### config.mk
export PLATFORM = sky130hd
export DESIGN_NAME = dcc_cell
export DESIGN_NICKNAME = d
export VERILOG_FILES = /design/src/design/dcc_pkg.sv /design/src/design/dcc_cell.sv
export SDC_FILE = /design/constraint.sdc
export NUM_CORES = 1
export LEC_CHECK = 0
export BUFFER_PORTS_ARGS = -buffer_cell sky130_fd_sc_hd__buf_2
export CELL_PAD_IN_SITES_DETAIL_PLACEMENT = 0
export CELL_PAD_IN_SITES_GLOBAL_PLACEMENT = 1
export CORE_ASPECT_RATIO = 1.5
export CORE_MARGIN = 1.5
export CORE_UTILIZATION = 30
export CTS_CLUSTER_SIZE = 16
export DETAILED_ROUTE_END_ITERATION = 10
export GPL_TIMING_DRIVEN = 0
export PLACE_DENSITY_LB_ADDON = 0.1
export SETUP_SLACK_MARGIN = 0.4
export SYNTH_ARGS = -nofsm -noshare
export SYNTH_HDL_FRONTEND = slang
export SYNTH_SLANG_ARGS = --single-unit
### constraint.sdc
create_clock -name clock -period 1.82 [get_ports clock]
set_input_delay 0.182 -clock clock [delete_from_list [all_inputs] [get_ports clock]]
set_output_delay 0.182 -clock clock [all_outputs]
set_load 0.005 [all_outputs]
### src/design/dcc_pkg.sv
// ----------------------------------------------------------------------------
// dcc_pkg: shared types and constants of the distinct color collector
// Holds the field widths and the probe record that walks down the cell chain.
// ----------------------------------------------------------------------------
`default_nettype none

package dcc_pkg;

   // field widths
   localparam int COLOR_W     = 24;
   localparam int IDX_W       = 8;
   localparam int COUNT_W     = 9;
   localparam int TABLE_DEPTH = 256;

   // one pixel on its way down the chain, with its lookup outcome so far
   typedef struct packed {
      logic               active;
      logic [COLOR_W-1:0] color;
      logic               last;
      logic               resolved;
      logic               is_new;
      logic [IDX_W-1:0]   idx;
   } probe_type;

endpackage

`default_nettype wire

### src/design/dcc_cell.sv
// ----------------------------------------------------------------------------
// dcc_cell: one table entry of the distinct color collector
// Holds one stored color, compares the passing probe against it, stores the
// probe color when it is the first free entry, and hands the probe on.
// ----------------------------------------------------------------------------
`default_nettype none

module dcc_cell #(
   parameter int CELL_INDEX = 0,
   parameter int CNT_W      = 9
) (
   input  wire logic                      clock,
   input  wire logic                      reset,
   input  wire logic                      advance,
   input  wire logic [CNT_W-1:0]          count,
   input  wire dcc_pkg::probe_type        upstream_probe,
   output dcc_pkg::probe_type             downstream_probe
);

   localparam logic [dcc_pkg::IDX_W-1:0] CELL_IDX   = dcc_pkg::IDX_W'(CELL_INDEX);
   localparam logic [CNT_W-1:0]          CELL_COUNT = CNT_W'(CELL_INDEX);

   dcc_pkg::probe_type probe_ff, probe_in;
   logic [dcc_pkg::COLOR_W-1:0] entry_ff, entry_in;
   logic occupied;
   logic store;

   // probe stage moves only while the chain advances
   always_comb begin
      probe_in = advance ? upstream_probe : probe_ff;
   end

   always_ff @(posedge clock) begin
      if (reset) begin
         probe_ff <= '0;
      end else begin
         probe_ff <= probe_in;
      end
   end

   // entries below the running count hold valid colors
   assign occupied = (CELL_COUNT < count);
   assign store    = probe_ff.active && !probe_ff.resolved && !occupied;

   // first free entry takes the new color
   always_comb begin
      entry_in = store ? probe_ff.color : entry_ff;
   end

   always_ff @(posedge clock) begin
      entry_ff <= entry_in;
   end

   // resolve the probe on a match or on the first free entry
   always_comb begin
      downstream_probe = probe_ff;
      if (probe_ff.active && !probe_ff.resolved) begin
         if (occupied && (entry_ff == probe_ff.color)) begin
            downstream_probe.resolved = 1'b1;
            downstream_probe.idx      = CELL_IDX;
         end else if (!occupied) begin
            downstream_probe.resolved = 1'b1;
            downstream_probe.is_new   = 1'b1;
            downstream_probe.idx      = CELL_IDX;
         end
      end
   end

endmodule

`default_nettype wire

* Yosys cells after proc, flatten, opt, wreduce, memory -nomap -nowiden
Cells that the tools add are included.
** Word-level totals
- Register bits :: 60
- Word-level logic and storage cells :: 19
- Output and inout port bits :: 36
** Operators by class
- Reduce and logical (&&, ||, !) cells :: 5
- Muxes and demuxes :: 5
- Eq/ne operators :: 1
- Order comparisons :: 1
** Operators with widths (count)
- == test 24 bit :: 1
- 2-to-1 mux 10 bit :: 2
- less-than comparator 1 x 9 -> 1 bit, first input constant :: 1
- 2-to-1 mux 8 bit :: 1
- logical AND 1 bit :: 3
- zero test 1 bit :: 2
- 2-to-1 mux 1 bit :: 2

* Longest topological paths before layout
Gate-level depths: netlist (run 1).
- Word-level depth :: 4
- Depth in mapped cells :: 5
- Gate-level depth less buffers :: 4

* Worst setup path before layout (run 1)
OpenSTA, ideal clock, no wires.
- Kind :: register to register
- From :: reg probe_ff, in the netlist downstream_probe[35]
- To :: reg entry_ff[0] (netlist bit) (enable)
- Stages on the path, launching flop included :: 5
- Path buffers :: 1
- Clock period less this slack :: 1.683 ns
- Required time :: 1.441 ns
- Slack :: 0.137 ns
- Arrival time :: 1.304 ns
- Cell sequence :: dfxtp_1 -> nor2b_1 -> nand4_1 -> clkbuf_1 -> inv_1
** Between the ends
- Longest elaborated chain between the ends :: 2
** RTL lines
- start: declaration :: RTL line dcc_cell.sv:23 : dcc_pkg::probe_type probe_ff, probe_in;
- start signal: assignment :: RTL line dcc_cell.sv:37 : probe_ff <= probe_in;
- logical AND 1 bit (2 in series) :: RTL line dcc_cell.sv:43 : assign store = probe_ff.active && !probe_ff.resolved && !occupied;
- named net store :: RTL line dcc_cell.sv:26 : logic store;
- end signal: assignment :: RTL line dcc_cell.sv:51 : entry_ff <= entry_in;
- end: declaration :: RTL line dcc_cell.sv:24 : logic [dcc_pkg::COLOR_W-1:0] entry_ff, entry_in;
The timed path passes the listed nets, and every way through them passes these cells.
A chain may end at the register's enable or synchronous reset.

==> results of run 1 <==
## power by group through the flow
stage | logic [mW] | registers, mW | clock network (mW)
floorplan | 0.187 | 1.51 | 0
global placement | 0.305 | 1.52 | 0
detailed placement | 0.308 | 1.52 | 0
CTS | 0.315 | 1.50 | 1.65
global route | 0.343 | 1.50 | 1.70
finish | 0.309 | 1.50 | 1.60
## path summary, 6_finish.rpt
check | depth (start not counted) | end | start | slack (ps)
setup / recovery | 6 | downstream_probe[1] | entry_ff[0] | -110
hold / removal | 3 | downstream_probe[33] | upstream_probe[33] | 90
setup reg to reg | 6 | entry_ff[8] | downstream_probe[35] | 320
hold reg to reg | 0 | entry_ff[14] | downstream_probe[25] | 480
## placed cells by master (no fill, tap or decap), types with 4 or more instances in the layout
master	instances
sky130_fd_sc_hd__a21oi_1	6
sky130_fd_sc_hd__nand4_1	6
sky130_fd_sc_hd__clkinvlp_4	4
sky130_fd_sc_hd__edfxtp_1	24
sky130_fd_sc_hd__buf_2	84
sky130_fd_sc_hd__buf_4	29
sky130_fd_sc_hd__clkbuf_16	9
sky130_fd_sc_hd__dfxtp_2	4
sky130_fd_sc_hd__mux2i_1	36
sky130_fd_sc_hd__nand2_1	9
sky130_fd_sc_hd__dfxtp_1	32
sky130_fd_sc_hd__clkbuf_1	5
sky130_fd_sc_hd__nor2_1	37
sky130_fd_sc_hd__buf_6	6
sky130_fd_sc_hd__xnor2_1	21
## synth_stat cells (2+ instances only)
master,instances
sky130_fd_sc_hd__mux2i_1,36
sky130_fd_sc_hd__nand2_1,9
sky130_fd_sc_hd__edfxtp_1,24
sky130_fd_sc_hd__clkbuf_1,5
sky130_fd_sc_hd__xnor2_1,24
sky130_fd_sc_hd__nand2b_1,2
sky130_fd_sc_hd__buf_4,26
sky130_fd_sc_hd__dfxtp_1,36
sky130_fd_sc_hd__a21oi_1,8
sky130_fd_sc_hd__nand4_1,6
sky130_fd_sc_hd__nor2_1,37
sky130_fd_sc_hd__buf_2,4
## sequential cells by signal, indices dropped and copies added (netlist names)
register / flops
downstream_probe: 26
entry_ff: 24
probe_ff: 10
## critical path, cell delays in order (launching register included)
cell and delay (ps):
sky130_fd_sc_hd__edfxtp_1 380, sky130_fd_sc_hd__xnor2_1 160, sky130_fd_sc_hd__nand4_1 170, sky130_fd_sc_hd__nor4_4 320
sky130_fd_sc_hd__buf_4 190, sky130_fd_sc_hd__a21oi_1 80, sky130_fd_sc_hd__buf_2 130
## cells by family (layout without fill, tap and decap cells)
| kind of cell | Yosys count | count (layout) | share of synthesized area |
|---|---|---|---|
| DFF | 60 | 60 | 0.560 |
| and+or+nand+nor | 60 | 60 | 0.107 |
| muxes | 36 | 36 | 0.140 |
| buffers and inverters | 36 | 145 | 0.0924 |
| xor gates and xnor gates | 24 | 24 | 0.0817 |
| AOI/OAI and AO/OA | 9 | 9 | 0.0185 |
## through the flow
step | hold slack [ps] | cells
floorplan | 329 | 225
global placement | 417 | 413
detailed placement | 422 | 413
CTS | 83.5 | 438
global route | 96.8 | 441
finish | 89.8 | 441
## per-layer routing
metal / wire [um] / share of wire
met1: 2520 / 0.41
met2: 3190 / 0.52
met3: 263 / 0.043
met4: 136 / 0.022
met5: 0 / 0
## area by class of cell
cell class / count / area share
Buffer: 35 / 0.0680
Clock buffer: 10 / 0.0635
Clock inverter: 6 / 0.0153
Inverter: 1 / 0.00208
Multi-Input combinational cell: 129 / 0.262
Sequential cell: 60 / 0.401
Tap cell: 107 / 0.0371
Timing Repair Buffer: 91 / 0.147
Timing Repair inverter: 2 / 0.00416
## what timing repair did
| item | in CTS | in global routing |
|---|---|---|
| hold buffers | 0 | 0 |
| buffers inserted | 7 | 3 |
| gates cloned | 2 | 0 |
| gates resized for setup | 13 | 10 |
| endpoints found under the setup margin | 34 | 28 |
| endpoints found under the hold margin | 0 | 0 |
| pin swaps | 3 | 5 |
==> reports/metrics.yaml, run 1 <==
synth_top_cells_by_area: "sky130_fd_sc_hd__dfxtp_1, sky130_fd_sc_hd__edfxtp_1, sky130_fd_sc_hd__mux2i_1"
vias_per_cell: 4.21
share_of_the_synthesized_area_in_the_top_cell_type: 0.280
worst-setup-path-type: "reg -> out"
detailedPlacementHpwl_um: 4140
filler_cell_count: 839
cap_violations: 0
worst_slew_pin_slew_ps: 541
setup_violations: 9
synth.largest_area_cell: "sky130_fd_sc_hd__dfxtp_1"
synth-seq-cells: 60
tritoncts_clock_tree: "built"
timing.critical_path.fanout_max: 5
grt_first_pass_wirelength_um: 8980
p_int_mw: 2.68
power_switching_share: 0.215
top_usage_layer: "met2"
syn_to_final_growth_pct: 40.2
final.setup.worst_slack_ps: -105
grt_start_max_net_pins: 13
timing.final.crit_share: 1.06
io_pins: 84
syn_nets: 273
failed_checks: "setup timing"
area_of_the_multi_input_gates_um2: 946
final_util: 0.432
via_count: 1856
global_route.overflow_total: 0
slew_viol_final: 0
fp-row-count: 41
drive_above_1_share: 0.452
tritoncts_num_sinks: 60
drcViolationCount: 0
cts-buffers-inserted: 9
groute.usage.overall: 0.137
detailedRoute.firstPassIterationCount: 2
place.port_buffers: 81
synthesis.instances: 225
initial_antenna_violation_count: 0
final_antenna_net_count: 0
gr-usage-met2: 0.233
postLayoutCellArea_mm2: 0.00361
drtIter0Drc: 74
first_global_vias: 1725
antenna_cells: 0
async_flop_share: 0
floorplan.core_area_mm2: 0.00836
floorplan.initialDensity: 0.308
insertion_delay_ps: 320
h-tree-depth: 3
seq_area_mm2: 0.00145
die_height_um: 116
critical_path.startpoint_type: "register"
run_status: "complete, but fails checks"
clock_period_minus_worst_slack_ps: 1930
synth_top_flop_cell: "sky130_fd_sc_hd__dfxtp_1"
max-slew-margin-rel: 0.639
endpoint_class_of_the_critical_path: "output pin"
rsz0062_at_grt: "true"
gp_routability_congestion: 0.705
netlist-cell-type-count: 20
fin_worst_skew_ps: 3.13
post_synth.cell_area_avg_um2: 11.4
floorplan.die.width_um: 78.6
clk_transition_reported_paths_ps: 50
sw_pwr_uw: 733
met1_usage: 0.154
final_nets: 377
p_comb_frac: 0.091
power_density_mw_per_mm2: 944
hold_violations: 0
cts_max_path_buffers: 2
synth-edff-count: 24
ir_worst_vdd_v: 0.000573
crit_required_ps: 1640
fp.dieArea_mm2: 0.00916
cts-root-buf: "sky130_fd_sc_hd__clkbuf_16"
seq_area_frac_synth: 0.560
detail_route.wirelength_um: 6110
hold_path_class: "in -> reg"
total_power_mw: 3.41
fin_setup_tns_ps: -727
synth.cell_area_mm2: 0.00257
wire_per_inst_um: 13.9
pre_cts_ws_ps: -95.5
use_met3: 0.0375
share_clk_of_total_power: 0.470
max_freq_mhz: 519
crit_path_arrival_time_ps: 1740
static_power_due_to_leakage_nw: 1.67
pwr-share-seq: 0.440
placed_area_mm2: 0.00312
ys.warnings.count: 0
(Power assumes the default switching activity.)
==> inputs of run 2 (changes only) <==
Settings changed: MAX_ROUTING_LAYER set to met4.
==> run 2 against run 1 <==
Compared with the run above:
- first-iteration DRC count is 1.4% lower
- flip-flop and latch count stayed put
- the flow still finishes with violations (setup timing)
- register-to-register slack hardly changed
- clock skew is 1.1 ps higher
- clock power hardly changed
- combinational power hardly changed
- maximum frequency is 0.41% lower
- critical endpoint is now downstream_probe[9]
- critical path type unchanged
==> reports/metrics.yaml, run 2 (synthesis results as in run 1) <==
hold_violations: 0  # unchanged
wire_per_inst_um: 13.8  # -0.23%
cts_max_path_buffers: 2  # unchanged
timing.final.crit_share: 1.06  # +0.00438
most-common-layout-cells: "sky130_fd_sc_hd__buf_2, sky130_fd_sc_hd__nor2_1, sky130_fd_sc_hd__mux2i_1, sky130_fd_sc_hd__dfxtp_1, sky130_fd_sc_hd__buf_4"
floorplan.core_area_mm2: 0.00836  # unchanged
ir_worst_vdd_v: 0.000571  # -0.45%
die_height_um: 116  # unchanged
floorplan.die.width_um: 78.6  # unchanged
setup_violations: 9  # unchanged
length_in_cells_of_the_worst_reg_to_reg_path: 6  # unchanged
detailedRoute.firstPassIterationCount: 4  # +2
crit_path_arrival_time_ps: 1750  # about the same
crit_required_ps: 1640  # about the same
worst_slew_pin_slew_ps: 557  # +16.3 ps
run_status: "complete, but fails checks"
grt_first_pass_wirelength_um: 8990  # +0.16%
timing.critical_path.fanout_max: 4  # -1
cts-root-buf: "sky130_fd_sc_hd__clkbuf_16"
first_global_vias: 1729  # +0.23%
detailedPlacementHpwl_um: 4140  # unchanged
h-tree-depth: 3  # unchanged
power_switching_share: 0.215  # about the same
global_route.overflow_total: 0  # unchanged
drtIter0Drc: 73  # -1.4%
max_freq_mhz: 517  # -0.41%
final_nets: 377  # unchanged
insertion_delay_ps: 320  # about the same
worst-setup-path-type: "reg -> out"
io_pins: 84  # unchanged
hold_depth: 3  # unchanged
p_int_mw: 2.68  # about the same
cts_hold_buf: 0  # unchanged
largest_register_ffs: 26  # unchanged
critical_path.startpoint_type: "register"
drcViolationCount: 0  # unchanged
gp_routability_congestion: 0.712  # +1.1%
fin_worst_skew_ps: 4.20  # +1.07 ps
antenna_cells: 0  # unchanged
tritoncts_num_sinks: 60  # unchanged
sw_pwr_uw: 733  # about the same
floorplan.initialDensity: 0.308  # unchanged
slew_viol_final: 0  # unchanged
total_power_mw: 3.41  # about the same
vias_per_cell: 4.23  # +0.48%
drive_above_1_share: 0.452  # unchanged
max-slew-margin-rel: 0.629  # -0.0108
tritoncts_clock_tree: "built"
hold_path_class: "in -> reg"
failed_checks: "setup timing"
place.port_buffers: 81  # unchanged
share_clk_of_total_power: 0.470  # about the same
groute.usage.overall: 0.142  # +0.00435
p_comb_frac: 0.091  # about the same
final.setup.worst_slack_ps: -113  # -7.98 ps
detail_route.wirelength_um: 6100  # -0.23%
stdcell_count: 441  # unchanged
rsz0062_at_grt: "true"
fp-row-count: 41  # unchanged
initial_antenna_violation_count: 0  # unchanged
endpoint_class_of_the_critical_path: "output pin"
fp.dieArea_mm2: 0.00916  # unchanged
final_antenna_net_count: 0  # unchanged
filler_cell_count: 839  # unchanged
grt_start_max_net_pins: 13  # unchanged
pwr-share-seq: 0.440  # about the same
static_power_due_to_leakage_nw: 1.67  # unchanged
syn_to_final_growth_pct: 40.2  # unchanged
via_count: 1865  # +0.48%
cts-buffers-inserted: 9  # unchanged
post-place-cells: 413  # unchanged
cap_violations: 0  # unchanged
mostFrequentLayoutCell: "sky130_fd_sc_hd__buf_2"
clock_period_minus_worst_slack_ps: 1930  # +7.98 ps
clk_transition_reported_paths_ps: 50  # about the same
power_density_mw_per_mm2: 944  # about the same
## run 2: cell type report
cell class,instances,area (um^2),area share
clock buffers,10,229,0.0635
plain buffers,35,245,0.0680
repair inverters,2,15.0,0.00416
multi-input cells,129,946,0.262
clock inverters,6,55.1,0.0153
repair buffers,91,531,0.147
flip-flops and latches,60,1450,0.401
inverters,1,7.51,0.00208
well taps,107,134,0.0371
## run 2: final timing paths
| path | from | end | slack (ps) |
|---|---|---|---|
| hold / removal | upstream_probe[33] | downstream_probe[33] | 90 |
| setup reg to reg | downstream_probe[35] | entry_ff[8] | 320 |
| setup / recovery | entry_ff[14] | downstream_probe[9] | -110 |
| hold reg to reg | downstream_probe[11] | entry_ff[0] | 480 |
## run 2: power groups by stage
| stage | Combinational, mW | Clock, mW | Sequential, mW |
|---|---|---|---|
| floorplan | 0.187 | 0 | 1.51 |
| global placement | 0.305 | 0 | 1.52 |
| detailed placement | 0.308 | 0 | 1.52 |
| CTS | 0.315 | 1.65 | 1.50 |
| global route | 0.343 | 1.70 | 1.50 |
| finish | 0.309 | 1.60 | 1.50 |
## run 2: stage by stage
stage               area, um^2  hold WS [ps]  TNS [ps]  utilization  setup WS, ps
floorplan                 2580           329         0            -           397
global placement          3120           417      -616        0.373          -109
detailed placement        3120           422      -658        0.373         -95.5
CTS                       3550          83.5     -1480        0.424          -187
global route              3610          96.7     -1600        0.432          -199
finish                    3610          91.1      -804        0.432          -113
## run 2: what timing repair did
action                                  in CTS  in global routing
buffers inserted                             7                  3
endpoints found under the setup margin      34                 28
gates resized for setup                     13                 10
gates cloned                                 2                  0
pin swaps                                    3                  5
## run 2: critical path, cell delays in order (launching register included)
cell	delay, ps
sky130_fd_sc_hd__edfxtp_1	370
sky130_fd_sc_hd__xnor2_1	170
sky130_fd_sc_hd__nand4_1	180
sky130_fd_sc_hd__nor4_4	320
sky130_fd_sc_hd__buf_4	190
sky130_fd_sc_hd__a21o_1	110
sky130_fd_sc_hd__buf_2	110
## run 2: layer usage
layer,up-vias,global-route usage,share of wire
met4,0,0.0786,0.022
met3,9,0.0359,0.044
met1,866,0.156,0.41
li1,946,-,-
met5,-,-,0
met2,44,0.233,0.52
==> inputs of run 3 (changes only) <==
Settings changed: BUFFER_PORTS_ARGS -buffer_cell sky130_fd_sc_hd__buf_2 to -buffer_cell sky130_fd_sc_hd__clkbuf_2.
==> run 3 against run 2 <==
Compared with the run above:
- clock skew hardly changed
- maximum frequency up 1.5%
- the flow still finishes with violations (setup timing)
- largest power group unchanged
- die area did not move
- register-to-register slack barely moved
- worst setup slack improved by 29 ps
- count of clock-buffer cells in the layout did not move
- cell count down 0.68%
- core utilization fell by 0.090 points
- flip-flop and latch count unchanged
- sequential power is essentially flat
==> reports/metrics.yaml, run 3 (synthesis results as in run 1) <==
worst-path-buf-inv: 2  # unchanged
hold_path_class: "in -> reg"
share_clk_of_total_power: 0.502  # +0.032
antenna_cells: 0  # unchanged
drcViolationCount: 0  # unchanged
place.port_buffers: 81  # unchanged
filler_cell_count: 845  # +0.72%
run_status: "complete, but fails checks"
critPathTopFamily: "simple AND/OR/NAND/NOR gates"
seq_area_mm2: 0.00145  # about the same
floorplan.die.width_um: 78.6  # unchanged
crit_required_ps: 1640  # about the same
gp_routability_congestion: 0.712  # about the same
grt_start_max_net_pins: 13  # unchanged
holdWs_ps: 91.3  # +0.217 ps
p_comb_frac: 0.085  # -0.006
power_density_mw_per_mm2: 1010  # +6.5%
cts_hold_buf: 0  # unchanged
cap_violations: 0  # unchanged
stdcell_count: 438  # -0.68%
p_int_mw: 2.86  # +6.9%
total_power_mw: 3.62  # +6.3%
timing.final.crit_share: 1.05  # -0.0159
detail_route.wirelength_um: 6010  # -1.4%
detail_route.wirelength.met1_um: 2490  # -0.44%
worst-setup-path-type: "reg -> out"
most-common-layout-cells: "sky130_fd_sc_hd__clkbuf_2, sky130_fd_sc_hd__nor2_1, sky130_fd_sc_hd__mux2i_1, sky130_fd_sc_hd__dfxtp_1, sky130_fd_sc_hd__buf_4"
length_in_cells_of_the_worst_reg_to_reg_path: 6  # unchanged
die_height_um: 116  # unchanged
sw_pwr_uw: 761  # +3.8%
mostFrequentLayoutCell: "sky130_fd_sc_hd__clkbuf_2"
groute.usage.overall: 0.144  # +0.00198
insertion_delay_ps: 320  # about the same
largest_register_ffs: 26  # unchanged
cts-root-buf: "sky130_fd_sc_hd__clkbuf_16"
drtIter0Drc: 32  # -56%
drive_above_1_share: 0.444  # -0.00799
regToRegSetupSlack_ps: 330  # about the same
grt_first_pass_wirelength_um: 9180  # +2.1%
hold_violations: 0  # unchanged
syn_to_final_growth_pct: 39.9
static_power_due_to_leakage_nw: 1.64  # -1.5%
cts-buffers-inserted: 9  # unchanged
final.setup.worst_slack_ps: -84.3  # +28.9 ps
vias_per_cell: 4.24  # +0.25%
slew_viol_final: 0  # unchanged
clk_transition_reported_paths_ps: 50  # about the same
timing.critical_path.slowest_stage_cell: "sky130_fd_sc_hd__edfxtp_1"
ir_worst_vdd_v: 0.000445  # -22%
detailedPlacementHpwl_um: 4160  # +0.34%
timing.critical_path.fanout_max: 2  # -2
failed_checks: "setup timing"
fp-row-count: 41  # unchanged
global_route.overflow_total: 0  # unchanged
final_antenna_net_count: 0  # unchanged
max-slew-margin-rel: 0.638  # +0.00965
tritoncts_num_sinks: 60  # unchanged
floorplan.core_area_mm2: 0.00836  # unchanged
endpoint_class_of_the_critical_path: "output pin"
rsz0062_at_grt: "true"
cp_cell_sequence: "xnor2_1, nand4_1, nor4_4, buf_4, a21o_1, clkbuf_2"
post-place-cells: 413  # unchanged
clock_period_minus_worst_slack_ps: 1900  # -28.9 ps
pre_cts_ws_ps: -76.8  # +18.7 ps
hold_depth: 3  # unchanged
first_global_vias: 1771  # +2.4%
h-tree-depth: 3  # unchanged
tritoncts_clock_tree: "built"
crit_path_arrival_time_ps: 1720  # -30 ps
number_of_stages_on_the_worst_setup_path: 6  # unchanged
fin_worst_skew_ps: 4.08  # -0.123 ps
cp_slowest_stage_delay_ps: 370  # about the same
routed-wl-met2_um: 3130  # -1.8%
dr.max_layer_used: "met4"
power_switching_share: 0.210  # -0.00497
detailedRoute.firstPassIterationCount: 4  # unchanged
area_of_the_multi_input_gates_um2: 927  # -2.0%
cts_max_path_buffers: 2  # unchanged
wire_per_inst_um: 13.7  # -0.77%
met3_length_um: 245  # -8.2%
max_freq_mhz: 525  # +1.5%
critical_path.startpoint_type: "register"
fp.dieArea_mm2: 0.00916  # unchanged
via_count: 1857  # -0.43%
fin_setup_tns_ps: -466  # +338 ps
worst_slew_pin_slew_ps: 543  # -14.5 ps
setup_violations: 9  # unchanged
pwr-share-seq: 0.413  # -0.027
initial_antenna_violation_count: 0  # unchanged
floorplan.initialDensity: 0.308  # unchanged
final_nets: 374  # -0.80%
io_pins: 84  # unchanged
==> run 3: cell types whose count changed in the layout (fill, tap and decap cells not counted), sizes merged <==
cell      change
clkbuf       +80
clkinvlp      +2
bufinv        +1
buf          -83
clkinv        -3
==> run 3: repair_timing <==
item,CTS,global route
buffers inserted,6,1
setup endpoints to repair,34,34
pin swaps,3,1
gates cloned,2,0
gates resized for setup,14,3
endpoints found under the hold margin,0,0
==> run 3: path summary, 6_finish.rpt <==
path,to,startpoint
setup / recovery,downstream_probe[9],entry_ff[14]
hold / removal,downstream_probe[33],upstream_probe[33]
setup reg to reg,entry_ff[13],downstream_probe[35]
hold reg to reg,entry_ff[14],downstream_probe[25]
==> run 3: metrics by stage <==
stage               utilization  cell area (um^2)
floorplan                     -              2580
finish                    0.431              3600
CTS                       0.428              3580
global route              0.431              3600
detailed placement        0.373              3120
global placement          0.373              3120
==> run 3: routing by layer <==
metal  GRT usage  vias to the layer above
met1       0.153                      858
met4      0.0821                        0
met2       0.246                       44
met3      0.0289                       11
li1            -                      944
met5           -                        -
==> run 3: tightest hold or removal path, delay by kind of cell <==
kind | cells | cell delay, ps
AND/OR/NAND/NOR | 1 | 70
multiplexers | 1 | 50
buffers and inverters | 1 | 70
==> run 3: area by class of cell <==
cell class / count / area share
Buffer: 35 / 0.0681
Clock buffer: 10 / 0.0664
Clock inverter: 6 / 0.0243
Inverter: 1 / 0.00208
Multi-Input combinational cell: 129 / 0.257
Sequential cell: 60 / 0.401
Tap cell: 107 / 0.0372
Timing Repair Buffer: 88 / 0.139
Timing Repair inverter: 2 / 0.00417
==> run 3: power groups by stage <==
stage / sequential [mW] / clock, mW / combinational [mW]
floorplan: 1.51 / 0 / 0.187
global placement: 1.52 / 0 / 0.307
detailed placement: 1.52 / 0 / 0.308
CTS: 1.50 / 1.87 / 0.315
global route: 1.50 / 1.91 / 0.343
finish: 1.50 / 1.82 / 0.308
